==> config.mk <==
export PLATFORM = sky130hd
export DESIGN_NAME = rmq_queue
export DESIGN_NICKNAME = d
export VERILOG_FILES = /design/src/rtl/rmq_pkg.sv /design/src/rtl/rmq_queue.sv
export SDC_FILE = /design/constraint.sdc
export NUM_CORES = 1
export LEC_CHECK = 0
export BUFFER_PORTS_ARGS = -buffer_cell sky130_fd_sc_hd__buf_4
export CORE_MARGIN = 3
export CORE_UTILIZATION = 49
export CTS_BUF_LIST = sky130_fd_sc_hd__clkbuf_8
export CTS_CLUSTER_DIAMETER = 50
export DETAILED_ROUTE_END_ITERATION = 7
export GPL_TIMING_DRIVEN = 0
export PLACE_DENSITY = 0.76
export SLEW_MARGIN = 0
export SYNTH_ARGS = -nofsm -noshare
export SYNTH_HDL_FRONTEND = slang
export SYNTH_SLANG_ARGS = --single-unit
==> constraint.sdc <==
create_clock -name clk_i -period 5.6 [get_ports clk_i]
set_input_delay 1.68 -clock clk_i [delete_from_list [all_inputs] [get_ports clk_i]]
set_output_delay 1.68 -clock clk_i [all_outputs]
set_load 0.01 [all_outputs]
==> src/rtl/rmq_pkg.sv <==
// Shared types and constants for the rotation matrix to quaternion block.
// Used by every module in rtl/. No dependencies.
`timescale 1ns / 1ps
`default_nettype none
package rmq_pkg;

  localparam int FRAC_BITS  = 14;
  localparam int DATA_W     = 16;
  localparam int CW         = 19;                 // t and unscaled components
  localparam int MAG_W      = CW - 1;
  localparam int RAD_W      = 33;                 // radicand and root working width
  localparam int ROOT_W     = 16;
  localparam int DIV_W      = 34;                 // dividend and remainder width
  localparam int SQRT_STEPS = 16;
  localparam int DIV_STEPS  = DATA_W;
  localparam int QDEPTH     = 2;
  localparam int QPTR_W     = $clog2(QDEPTH);
  localparam int QCNT_W     = $clog2(QDEPTH + 1);
  // Load stage, root steps, divider setup, quotient steps.
  localparam int NST        = 1 + SQRT_STEPS + 1 + DIV_STEPS;

  typedef enum logic [1:0] {
    FORM_X = 2'd0,
    FORM_Y = 2'd1,
    FORM_Z = 2'd2,
    FORM_W = 2'd3
  } form_e;

  typedef struct packed {
    logic signed [DATA_W-1:0] m00;
    logic signed [DATA_W-1:0] m01;
    logic signed [DATA_W-1:0] m02;
    logic signed [DATA_W-1:0] m10;
    logic signed [DATA_W-1:0] m11;
    logic signed [DATA_W-1:0] m12;
    logic signed [DATA_W-1:0] m20;
    logic signed [DATA_W-1:0] m21;
    logic signed [DATA_W-1:0] m22;
  } in_item_t;

  typedef struct packed {
    logic signed [DATA_W-1:0] qw;
    logic signed [DATA_W-1:0] qx;
    logic signed [DATA_W-1:0] qy;
    logic signed [DATA_W-1:0] qz;
    logic [1:0]               form_used;
    logic                     invalid;
  } out_item_t;

  // Classified item handed from the front end to the back end.
  typedef struct packed {
    form_e                 form;
    logic                  invalid;
    logic [CW-1:0]         t;
    logic [3:0][CW-1:0]    c;
  } work_t;

endpackage
`default_nettype wire

==> src/rtl/rmq_queue.sv <==
// Short queue between the front end and the back end.
// Depends on rmq_pkg.
`timescale 1ns / 1ps
`default_nettype none
module rmq_queue import rmq_pkg::*; (
  input  wire logic  clk_i,
  input  wire logic  rst_ni,
  input  wire logic  push_i,
  input  wire work_t push_data_i,
  output logic       full_o,
  input  wire logic  pop_i,
  output logic       empty_o,
  output work_t      pop_data_o
);

  work_t              mem_q [QDEPTH];
  logic [QPTR_W-1:0]  wr_ptr_q, rd_ptr_q;
  logic [QCNT_W-1:0]  cnt_q;
  logic               do_push, do_pop;

  assign full_o     = (cnt_q == QCNT_W'(QDEPTH));
  assign empty_o    = (cnt_q == '0);
  assign do_push    = push_i && !full_o;
  assign do_pop     = pop_i && !empty_o;
  assign pop_data_o = mem_q[rd_ptr_q];

  always_ff @(posedge clk_i or negedge rst_ni) begin
    if (!rst_ni) begin
      wr_ptr_q <= '0;
      rd_ptr_q <= '0;
      cnt_q    <= '0;
    end else begin
      if (do_push) begin
        wr_ptr_q <= (wr_ptr_q == QPTR_W'(QDEPTH - 1)) ? '0 : wr_ptr_q + 1'b1;
      end
      if (do_pop) begin
        rd_ptr_q <= (rd_ptr_q == QPTR_W'(QDEPTH - 1)) ? '0 : rd_ptr_q + 1'b1;
      end
      if (do_push && !do_pop) begin
        cnt_q <= cnt_q + 1'b1;
      end else if (do_pop && !do_push) begin
        cnt_q <= cnt_q - 1'b1;
      end
    end
  end

  always_ff @(posedge clk_i) begin
    if (do_push) begin
      mem_q[wr_ptr_q] <= push_data_i;
    end
  end

  a_cnt_bound: assert property (@(posedge clk_i) disable iff (!rst_ni)
    cnt_q <= QCNT_W'(QDEPTH))
    else $error("queue count beyond depth");

  a_cnt_up: assert property (@(posedge clk_i) disable iff (!rst_ni)
    (do_push && !do_pop) |=> (cnt_q == $past(cnt_q) + 1'b1))
    else $error("queue count did not follow a push");

  a_ptr_gap: assert property (@(posedge clk_i) disable iff (!rst_ni)
    (cnt_q == '0 || cnt_q == QCNT_W'(QDEPTH)) |-> (wr_ptr_q == rd_ptr_q))
    else $error("queue pointers disagree with count");

endmodule
`default_nettype wire

# After elaboration in Yosys (flattened, before gate mapping)
# Memory sizes are Yosys's and may differ from the RTL's.
# Index checks and enable logic that the tools add are counted.
[classes] n_div=0 n_eq_ne=1 mux=6 multipliers=0 order_cmp=0 n_reduce_logical=10 bitwise_logic=0 shift=0 add_sub_neg=4
[op_table] op="$logic_and A1 B1 Y1" n=4
[op_table] op="$logic_not A1 Y1" n=4
[op_table] op="$mux W1" n=4
[op_table] op="$mux W2" n=2
[op_table] op="$add A1 B1 Y1 const B" n=2
[op_table] op="$add A2 B1 Y2 const B" n=1
[op_table] op="$eq A2 B2 Y1 const B" n=1
[op_table] op="$logic_not A2 Y1" n=1
[op_table] op="$reduce_bool A2 Y1" n=1
[op_table] op="$sub A2 B1 Y2 const B" n=1
[totals] reg_bits=4 rom_bits=0 ramBits=196 n_memories=1 latchBits=0 in_bits=102 elab_cells=25
[mem_list] memory="mem_q" words=2 width=98 read_ports=1 rd_ports_with_merged_regs=0 write_ports=1 line_no="rmq_queue.sv:16" rtl="work_t mem_q [QDEPTH];"

# Longest topological paths before layout
[logic_depth] depth_word=7 depth_mapped=7 ltp_nobuf=7

# Worst setup path after synthesis
# Ideal clock, no wire load.
[synth_path] path_kind="input -> register" start="input port push_i" end="memory mem_q[0][0] in the netlist's numbering, enable pin" required_ps=5045 n_path_buf=0 slack_ps=-804 setup_ps=555 path_stages=2 t_arrival_ps=5849 path_cell_list="nand2_1 > nor2_1"
[synth_via] elab_chain_cells=3
[synth_rtl] element="start, declared" line_no="rmq_queue.sv:8" rtl="input wire logic push_i,"
[synth_rtl] element="$logic_and A1 B1 Y1" line_no="rmq_queue.sv:23" rtl="assign do_push = push_i && !full_o;"
[synth_rtl] element="$mux W1" line_no="rmq_queue.sv:48" rtl="if (do_push) begin"
[synth_rtl] element="$mux W1 (not written as such)" line_no="rmq_queue.sv:49" rtl="mem_q[wr_ptr_q] <= push_data_i;"
[synth_rtl] element="end, declared" line_no="rmq_queue.sv:16"
# Every way passes these cells.

==> metrics.txt <==
Synth top area share 80.66%; Max-Cap Viols 0; GPL Wtd Cong 0.7605; commonest cells in the netlist edfxtp_1, mux2_2, mux2_4, buf_2, dfrtp_1; pin count of the biggest net entering global routing 64; r2r setup slk between 3 and 4 ns; critical path data required time 3.92 ns; critical-path cell list buf_6 > buf_6 > buf_6 > mux2_4 > buf_4; cell taking the most area after synthesis edfxtp_1; Crit path top cell by count buf_6; max-slew violations 0; number of synthesis warnings 0; post-route setup slack around 2.1 ns; cells after synthesis roughly 320; CP Capture Type output pin; Buffers on Ports about 200; R2R Path End mem_q[0][37]; clock tree buffer depth 2; leak pwr 3.601 nW; worst hold start cnt_q[1]; Yosys reg bits 200; dpl hpwl between 9 and 10 mm; antenna violations before repair 0; Post-synth EDFFs around 200; Cell Area, Synth 0.007297 sq mm; Syn-to-layout area delta 30.44%; final hold violations 0; fin area between 0.009 and 0.01 sq mm; final period utilization 61.82%; drt via density between 5 and 6; Critical R2R Launch cnt_q[0]; CTS tree yes; Critical Path AT 1.78 ns; hold depth 1; Yosys cell types 15; R2R cell count 5; layout cells sized above 1 approximately three fifths; DRC violations left 0; post-route ant nets 0; Fillers 989; layout net count around 650; RSZ-0062 raised after global routing false; outcome finished, final reports clean; Syn Area/Cell 22.52 sq um; Root Buffer Master clkbuf_8; Initial Utilization between 50 and 60%; I/O Pins slightly above 200; Worst Hold Class register to register; First DRT Iteration DRCs 183; Die Height between 100 and 150 um; register area share after synthesis between 80% and 90%; Crit Path Max Fanout 10; post-route minimum period 3.462 ns; slowest CP cell dfrtp_1; Setup crit start rd_ptr_q; WS Path Type register to output pin; largest stage delay on the critical path between 0.3 and 0.4 ns; Total GRT Usage between 15 and 20%; worst slew pin tran 0.6294 ns; Final Power between 4 and 5 mW; Std-Cell Rows 43; final non-filler cell total around 740; die width ~130 um; vias in the first global route ~4,100; Worst-path clk slew 0.09 ns; Slew HR between 50% and 60%; post-CTS sizing 0; clock skew around 0.0068 ns; final WL around 14 mm; Die Area about 0.016 sq mm; hold-fix buffers at CTS 0; GRT overflow 0; Worst Hold End cnt_q[1]; multi-input logic area ~0.0012 sq mm; Post-Syn Nets ~430; ys flop type edfxtp_1; top-count cell post-synth edfxtp_1; FF+latch area about 0.006 sq mm; via count around 3,700; final setup violation count 0; cells taking the most area after synthesis edfxtp_1, mux2_2, mux2_4; pwr dens between 400 and 500 mW/mm^2; f_max 288.9 MHz; H-tree lvl count 4; Core Footprint ~0.014 sq mm; DP Worst Slack 2.340 ns; DR WL/cell between 15 and 20 um; clk sinks 200; setup bufs post-CTS 0; drt pass-1 iters 6; Worst-Skew Late Latency about 0.46 ns; # diodes 0; dpl cell area about 0.0091 sq mm; global-route wire length before repair 20.86 mm; Worst Setup Start Kind register; placed cells 709; ys async rst share under 10%; total CTS buffers 17; Peak VDD IR approximately 360 uV
-- critical path, delay by kind of cell, from the launching register on --
kind,cells,cell delay (ns)
buffers and inverters,4,0.64
flip-flops,1,0.35
multiplexers,1,0.32
-- worst max-delay path by stage --
stage                      to  slack [ns]  depth (start not counted)
2_1_floorplan     mem_q[0][0]        0.85                          2
3_3_place_gp      mem_q[0][2]       -0.55                          3
3_5_place_dp     mem_q[0][84]        2.34                          5
4_1_cts        pop_data_o[60]        2.07                          5
5_1_grt        pop_data_o[48]        2.03                          4
6_report       pop_data_o[60]        2.14                          5
-- area by class of cell --
class / count / share of cell area [%]
multi-input cells: 111 / 13.05
repair buffers: 205 / 16.77
plain buffers: 11 / 0.7756
flip-flops and latches: 200 / 62.89
clock buffers: 17 / 2.458
well taps: 180 / 2.366
inverters: 2 / 0.07887
clock inverters: 15 / 1.604
-- metrics by stage --
| stage | TNS (ns) | hold slack [ns] | utilization (%) |
|---|---|---|---|
| after floorplan | 0 | 0.4788 | - |
| after global placement | -63.83 | 0.4931 | 63.60 |
| after detailed placement | 0 | 0.5114 | 64.29 |
| after CTS | 0 | 0.5377 | 67.01 |
| after global routing | 0 | 0.5695 | 67.01 |
| final | 0 | 0.5287 | 67.01 |
-- power by group --
part	total, mW	switching [mW]	internal, mW
sequential	2.12	0.0791	2.04
clock	0.883	0.484	0.399
combinational	1.69	0.809	0.884
total	4.70	1.37	3.32
-- cells by family after synthesis --
family,share of synthesized area [%]
compound gates,0.06852
xor+xnor,0.6002
fa+ha+maj,0.1714
buf+inv,1.115
flops,82.03
mux,15.64
simple gates,0.3773
-- state kept, by name, indices dropped and copies added, names as in the netlist --
register  count
mem_q       196
rd_ptr_q      1
wr_ptr_q      1
cnt_q         2
-- layer usage --
| metal | GRT usage, % | wire, um | share of wire, % |
|---|---|---|---|
| met1 | 19.19 | 5156 | 37 |
| met2 | 29.36 | 7287 | 53 |
| met3 | 5.583 | 956 | 6.9 |
| met4 | 8.302 | 391 | 2.8 |
| met5 | 0 | 0 | 0 |
-- placed cells by master, fill, tap and decap left out, types with 3 or more instances in the layout --
cell type	n
xnor2_1	3
clkinv_2	3
mux2_4	10
edfxtp_1	196
buf_12	3
buf_4	201
buf_6	3
buf_2	8
clkbuf_8	17
inv_6	3
mux2_2	88
inv_1	3
dfrtp_1	4
No activity file was read; power rests on OpenSTA's default activity.
