## config.mk

```make
export PLATFORM = sky130hd
export DESIGN_NAME = rmq_front
export DESIGN_NICKNAME = d
export VERILOG_FILES = /design/src/rtl/rmq_pkg.sv /design/src/rtl/rmq_front.sv
export SDC_FILE = /design/constraint.sdc
export NUM_CORES = 1
export LEC_CHECK = 0
export BUFFER_PORTS_ARGS = -buffer_cell sky130_fd_sc_hd__buf_4
export CAP_MARGIN = 20
export CORE_MARGIN = 4
export CORE_UTILIZATION = 25
export DETAILED_ROUTE_END_ITERATION = 8
export GPL_ROUTABILITY_DRIVEN = 1
export PLACE_DENSITY = 0.44
export RECOVER_POWER = 50
export SLEW_MARGIN = 20
export SYNTH_ARGS = -nofsm -noshare
export SYNTH_HDL_FRONTEND = slang
export SYNTH_SLANG_ARGS = --single-unit
```

## constraint.sdc

```tcl
create_clock -name clk_i -period 7.5 [get_ports clk_i]
set_input_delay 0.75 -clock clk_i [delete_from_list [all_inputs] [get_ports clk_i]]
set_output_delay 0.75 -clock clk_i [all_outputs]
set_load 0.01 [all_outputs]
```

## src/rtl/rmq_pkg.sv

```systemverilog
// Shared types and constants for the rotation matrix to quaternion block.
// Used by every module in rtl/. No dependencies.
`timescale 1ns / 1ps
`default_nettype none
package rmq_pkg;

  localparam int FRAC_BITS  = 14;
  localparam int DATA_W     = 16;
  localparam int CW         = 19;                 // t and unscaled components
  localparam int MAG_W      = CW - 1;
  localparam int RAD_W      = 33;                 // radicand and root working width
  localparam int ROOT_W     = 16;
  localparam int DIV_W      = 34;                 // dividend and remainder width
  localparam int SQRT_STEPS = 16;
  localparam int DIV_STEPS  = DATA_W;
  localparam int QDEPTH     = 2;
  localparam int QPTR_W     = $clog2(QDEPTH);
  localparam int QCNT_W     = $clog2(QDEPTH + 1);
  // Load stage, root steps, divider setup, quotient steps.
  localparam int NST        = 1 + SQRT_STEPS + 1 + DIV_STEPS;

  typedef enum logic [1:0] {
    FORM_X = 2'd0,
    FORM_Y = 2'd1,
    FORM_Z = 2'd2,
    FORM_W = 2'd3
  } form_e;

  typedef struct packed {
    logic signed [DATA_W-1:0] m00;
    logic signed [DATA_W-1:0] m01;
    logic signed [DATA_W-1:0] m02;
    logic signed [DATA_W-1:0] m10;
    logic signed [DATA_W-1:0] m11;
    logic signed [DATA_W-1:0] m12;
    logic signed [DATA_W-1:0] m20;
    logic signed [DATA_W-1:0] m21;
    logic signed [DATA_W-1:0] m22;
  } in_item_t;

  typedef struct packed {
    logic signed [DATA_W-1:0] qw;
    logic signed [DATA_W-1:0] qx;
    logic signed [DATA_W-1:0] qy;
    logic signed [DATA_W-1:0] qz;
    logic [1:0]               form_used;
    logic                     invalid;
  } out_item_t;

  // Classified item handed from the front end to the back end.
  typedef struct packed {
    form_e                 form;
    logic                  invalid;
    logic [CW-1:0]         t;
    logic [3:0][CW-1:0]    c;
  } work_t;

endpackage
`default_nettype wire

```

## src/rtl/rmq_front.sv

```systemverilog
// Front end: picks the form for an input matrix, forms t and the
// unscaled components and registers them. Depends on rmq_pkg.
`timescale 1ns / 1ps
`default_nettype none
module rmq_front import rmq_pkg::*; (
  input  wire logic     clk_i,
  input  wire logic     rst_ni,
  input  wire logic     in_valid_i,
  output logic          in_stall_o,
  input  wire in_item_t in_data_i,
  output logic          wk_valid_o,
  input  wire logic     wk_full_i,
  output work_t         wk_data_o
);

  localparam logic signed [CW-1:0] ONE = CW'(1 << FRAC_BITS);

  logic  valid_q;
  work_t wk_q, wk_d;
  logic  take;

  logic signed [CW-1:0] e00, e01, e02, e10, e11, e12, e20, e21, e22, t;

  always_comb begin
    e00 = CW'(in_data_i.m00);
    e01 = CW'(in_data_i.m01);
    e02 = CW'(in_data_i.m02);
    e10 = CW'(in_data_i.m10);
    e11 = CW'(in_data_i.m11);
    e12 = CW'(in_data_i.m12);
    e20 = CW'(in_data_i.m20);
    e21 = CW'(in_data_i.m21);
    e22 = CW'(in_data_i.m22);
    if (e22 < 0) begin
      if (e00 > e11) begin
        wk_d.form = FORM_X;
        t = ONE + e00 - e11 - e22;
        wk_d.c = {e20 + e02, e01 + e10, t, e21 - e12};
      end else begin
        wk_d.form = FORM_Y;
        t = ONE - e00 + e11 - e22;
        wk_d.c = {e12 + e21, t, e01 + e10, e02 - e20};
      end
    end else if (e00 < -e11) begin
      wk_d.form = FORM_Z;
      t = ONE - e00 - e11 + e22;
      wk_d.c = {t, e12 + e21, e02 + e20, e10 - e01};
    end else begin
      wk_d.form = FORM_W;
      t = ONE + e00 + e11 + e22;
      wk_d.c = {e10 - e01, e02 - e20, e21 - e12, t};
    end
    wk_d.t       = t;
    wk_d.invalid = (t <= 0);
  end

  assign in_stall_o = valid_q && wk_full_i;
  assign take       = in_valid_i && !in_stall_o;

  always_ff @(posedge clk_i or negedge rst_ni) begin
    if (!rst_ni) begin
      valid_q <= 1'b0;
    end else if (!in_stall_o) begin
      valid_q <= in_valid_i;
    end
  end

  always_ff @(posedge clk_i) begin
    if (take) begin
      wk_q <= wk_d;
    end
  end

  assign wk_valid_o = valid_q;
  assign wk_data_o  = wk_q;

endmodule
`default_nettype wire

```

# After elaboration in Yosys (flattened, before gate mapping)
# Index checks and enable logic that the tools add are counted.
dict set report classes {
  n_addsub 17
  order_cmp 4
  muxes 9
  n_reduce_logical 3
}
# operator count
set op_table {}
lappend op_table {{$mux W76} 3}
lappend op_table {{$mux W19} 3}
lappend op_table {{$add A16 B16 Y17} 3}
lappend op_table {{$sub A16 B16 Y17} 3}
lappend op_table {{$add A18 B16 Y19} 2}
lappend op_table {{$sub A18 B16 Y19} 2}
lappend op_table {{$add A17 B16 Y18} 2}
lappend op_table {{$sub A17 B16 Y18} 2}
lappend op_table {{$le A19 B1 Y1 const B} 1}
lappend op_table {{$lt A16 B19 Y1} 1}
lappend op_table {{$neg A16 Y19} 1}
lappend op_table {{$add A16 B16 Y17 const A} 1}
lappend op_table {{$sub A16 B16 Y17 const A} 1}
lappend op_table {{$gt A16 B16 Y1} 1}
lappend op_table {{$lt A16 B1 Y1 const B} 1}
lappend op_table {{$logic_and A1 B1 Y1} 2}
lappend op_table {{$mux W1} 2}
lappend op_table {{$mux W2} 1}
lappend op_table {{$logic_not A1 Y1} 1}
dict set report totals {
  register_bits 99
  input_bits 148
  output_inout_bits 100
  word_cells 41
}

# Longest topological paths before layout
dict set report logic_depth {
  ltp_word 6
  mapped_depth 23
  ltp_nobuf 19
}

# Worst setup path after synthesis
# Ideal clock, no wire load.
dict set report synth_timing {
  path_type {input-to-reg}
  from {input wk_full_i}
  to {register wk_q, in the netlist wk_data_o[0], enable pin}
  setup_ps 567
  arrival_ps 5277
  t_required_ps 6933
  setup_slack_ps 1656
  cell_stages 2
  n_path_buf 0
  path_cell_list {and2_1 nor2b_1}
}
dict set report synth_between {
  elab_chain_cells 3
}
# element line
set synth_rtl {}
lappend synth_rtl {{from (decl)} rmq_front.sv:12} ;# input wire logic wk_full_i,
lappend synth_rtl {{$logic_and A1 B1 Y1} rmq_front.sv:57} ;# assign in_stall_o = valid_q && wk_full_i;
lappend synth_rtl {{$logic_not A1 Y1} n/a}
lappend synth_rtl {{$logic_and A1 B1 Y1} rmq_front.sv:58} ;# assign take = in_valid_i && !in_stall_o;
lappend synth_rtl {{named net take} rmq_front.sv:20} ;# logic take;
lappend synth_rtl {{to (signal assigned)} rmq_front.sv:70} ;# wk_q <= wk_d;
lappend synth_rtl {{to (decl)} rmq_front.sv:19} ;# work_t wk_q, wk_d;
# The timed path passes the listed nets, and every way through them passes these cells.
# A chain may end at the register's enable or synchronous reset.

==> impl_metrics.env <==
export IMPL_synthAdderAreaFrac_pct=25.8
export IMPL_clock_sinks=99
export IMPL_hold_buffers=0
export IMPL_swShare_pct=49.0
export IMPL_critPathMaxStageDelay_ps=610
export IMPL_worstPathArrival_ps=6020
export IMPL_synth_simple_area_share_pct=17.8
export IMPL_floorplan_initialDensity_pct=25.3
export IMPL_synth_compound_area_share_pct=22.4
export IMPL_yosysWarningCount=0
export IMPL_path_delay_family="simple AND/OR/NAND/NOR gates"
export IMPL_dr_pass1_iters=6
export IMPL_synth_edf_count=98
export IMPL_fin_tns_setup_ps=0
export IMPL_drv_cap=3
export IMPL_postSynthCellCount=1957
export IMPL_drc=0
export IMPL_clk_pin_slew_worst_paths_ps=80
export IMPL_routabilityCongestion=0.918
export IMPL_final_util_pct=29.4
export IMPL_synth_avg_cell_area_um2=8.19
export IMPL_synth_top_family_by_area="adder cells"
export IMPL_path_depth=18
export IMPL_first_global_vias=15000
export IMPL_drive_gt1_share_pct=9.41
export IMPL_max_freq_ghz=0.172
export IMPL_start_kind="input pin"
export IMPL_cts_buffers=9
export IMPL_routedWlPerCell_um=21.0
export IMPL_pwr_share_comb_pct=63.6
export IMPL_die_height_um=261
export IMPL_die_w_um=261
export IMPL_synth_xor_area_share_pct=8.42
export IMPL_synthesis_nets=2390
export IMPL_hold_path_class="in -> async"
export IMPL_p_switching_mw=1.71
export IMPL_wirelength_um=63100
export IMPL_multi_input_area_um2=12000
export IMPL_syn_to_final_growth_pct=16.1
export IMPL_ys_seq_area_share_pct=18.5
export IMPL_grt_overflow_total=0
export IMPL_ant_nets=0
export IMPL_finish_net_count=2585
export IMPL_cts_setup_buffers=0
export IMPL_required_ps=7700
export IMPL_synthFlopType="edfxtp_1"
export IMPL_post_dp_hpwl_um=52900
export IMPL_hold_viol=0
export IMPL_post_route_period_util_pct=77.6
export IMPL_stdcell_count=3003
export IMPL_rrSetupSlack_ps=2730
export IMPL_ctsResizeCount=0
export IMPL_dieArea_um2=68200
export IMPL_seq_power_share_pct=22.8
export IMPL_grt_total_usage_pct=17.8
export IMPL_grt_pass1_wl_um=92000
export IMPL_fin_crit_ps=5820
export IMPL_async_reset_ff_share_pct=1.01
export IMPL_end_kind="flip-flop"
export IMPL_core_area_um2=63300
export IMPL_slew_headroom_pct=-88.9
export IMPL_io_buffers=247
export IMPL_cts_root_buf="clkbuf_16"
export IMPL_critical_path_max_fanout=7
export IMPL_vias=15100
export IMPL_synthMuxAreaShare_pct=0.820
export IMPL_rsz0062_at_grt="false"
export IMPL_cp_slowest_cell="or4_1"
export IMPL_worstMarginPinSlew_ps=2830
export IMPL_clkLatencyLatePin_ps=370
export IMPL_rows=92
export IMPL_drt_vias_per_instance=5.02
export IMPL_ioPinCount=248
export IMPL_critPathBufInv=1
export IMPL_num_antenna_cells=0
export IMPL_max_vdd_ir_drop_mv=0.0942
export IMPL_power_frac_clock_pct=13.6
export IMPL_violations="capacitance limit, slew limit"
export IMPL_cts_tree="done"
export IMPL_fin_worst_skew_ps=9.51
export IMPL_total_power_mw=3.48
export IMPL_path_class="in -> reg"
export IMPL_place_area_um2=18700
export IMPL_intPower_mw=1.78
export IMPL_htree_num_levels=3
export IMPL_antenna_found_initial=0
export IMPL_slew_violations=151
export IMPL_netlist_area_um2=16000
export IMPL_dp_cells=2987
export IMPL_synth_seq_cells=99
export IMPL_p_leak_nw=7.93
export IMPL_drt_iter0_drc=1290
export IMPL_worstPathCellList="buf_4 > or4_1 > nor4_1 > nand3_1 > or2_2 > nor2_1 > xnor2_1 > fa_1 > ha_1 > o21ai_0 > nand4b_1 > or3b_1 > o31ai_1 > xnor2_1 > a2111oi_4 > o2111a_1 > nand4b_1 > o41ai_2"
export IMPL_fin_area_um2=18600
export IMPL_outcome="finished with violations"
export IMPL_setup_viol=0
export IMPL_synth_cell_type_count=88
export IMPL_regArea_um2=2970
export IMPL_grt_max_degree=78
export IMPL_fillers=6858
export IMPL_p_per_area_nw_per_um2=187
export IMPL_clk_path_buf_depth=2
export IMPL_reg2reg_depth=3
[cells in the final DEF, fill, tap and decap left out, types with 28 or more instances in the layout]
master    instances
a211oi_1         42
a21o_1           28
a21oi_1         161
a31oi_1          40
buf_4           152
clkbuf_1        101
edfxtp_1         98
fa_1             75
ha_1            210
inv_1           188
nand2_1         201
nand3_1          39
nor2_1          137
nor2b_1          30
nor3_1           45
o21ai_0          88
xnor2_1         115
xor2_1           39
[worst reg2reg max path, delay by kind of cell, from the launching register on]
| family | cells | cell delay, ps |
|---|---|---|
| and+or+nand+nor | 2 | 2260 |
| buffers and inverters | 1 | 1570 |
| DFF | 1 | 380 |
[power by group through the flow]
stage	combinational (mW)	sequential [mW]	clock, mW
final	2.22	0.796	0.472
after floorplan	1.41	0.816	0
after global placement	2.24	0.811	0
after detailed placement	2.25	0.808	0
after global routing	2.44	0.802	0.507
after CTS	2.26	0.798	0.490
[worst paths after layout]
kind / end / startpoint
max: wk_data_o[95] / in_data_i[132]
min: wk_valid_o / rst_ni
max reg2reg: wk_data_o[1] / wk_valid_o
min reg2reg: wk_valid_o / wk_valid_o
max in group asynchronous: wk_valid_o / rst_ni
min in group clk_i: wk_valid_o / in_valid_i
[layer usage]
layer	global-route usage (%)	wire (um)	up-vias
met5	0	0	-
met4	3.65	1080	0
met3	2.07	3080	48
met2	28.6	27900	440
met1	26.0	31000	7286
li1	-	-	7307
[synth_stat cells (all sizes together) (5+ instances only)]
library cell | n | share of area [%]
mux2i | 12 | 0.75
a22oi | 9 | 0.42
or4 | 9 | 0.42
edfxtp | 98 | 18
a221o | 5 | 0.31
a21boi | 11 | 0.52
o211a | 5 | 0.31
fa | 75 | 9.4
inv | 189 | 4.4
nand3 | 40 | 1.3
and2 | 14 | 0.56
o31ai | 16 | 0.78
nor3b | 5 | 0.27
nand3b | 6 | 0.28
a31oi | 40 | 1.6
xor2 | 39 | 2.1
a211o | 5 | 0.27
a211oi | 43 | 2.0
nand4 | 11 | 0.43
xnor2 | 115 | 6.3
o21a | 17 | 0.80
o21ai | 102 | 3.2
a2111oi | 6 | 0.45
nand2 | 202 | 4.8
and3 | 21 | 0.82
buf | 22 | 0.77
o31a | 5 | 0.27
o21bai | 22 | 1.0
nor4 | 17 | 0.70
or2 | 11 | 0.43
a21oi | 161 | 5.0
o32ai | 5 | 0.27
nor2 | 138 | 3.2
nor3 | 47 | 1.5
nand2b | 20 | 0.78
ha | 210 | 16
o211ai | 26 | 1.2
a21o | 29 | 1.4
clkbuf | 50 | 1.2
nor2b | 30 | 1.2
or3 | 19 | 0.74
[metrics by stage]
step	setup WS, ps	hold slack, ps
global route	1340	142
detailed placement	1330	526
finish	1680	154
floorplan	1660	454
CTS	1690	114
global placement	1400	525
[cells by family (layout without fill, tap and decap cells)]
logic type      after synthesis  in the layout
compound gates              549            549
flops                        99             99
buf+inv                     261            461
mux                          13             13
fa+ha+maj                   285            285
xor+xnor                    154            154
simple gates                596            596
[sequential cells by signal, summed over array words and instances (netlist names)]
register	count
wk_valid_o	1
wk_data_o	98
[final cells by class]
class	instances	share of cell area, %
Multi-Input combinational cell	1597	64.8
Sequential cell	99	16.0
Timing Repair Buffer	256	8.28
Tap cell	846	5.69
Inverter	189	3.81
Clock buffer	9	1.21
Clock inverter	7	0.309
Power figures use the tool's default switching activity.
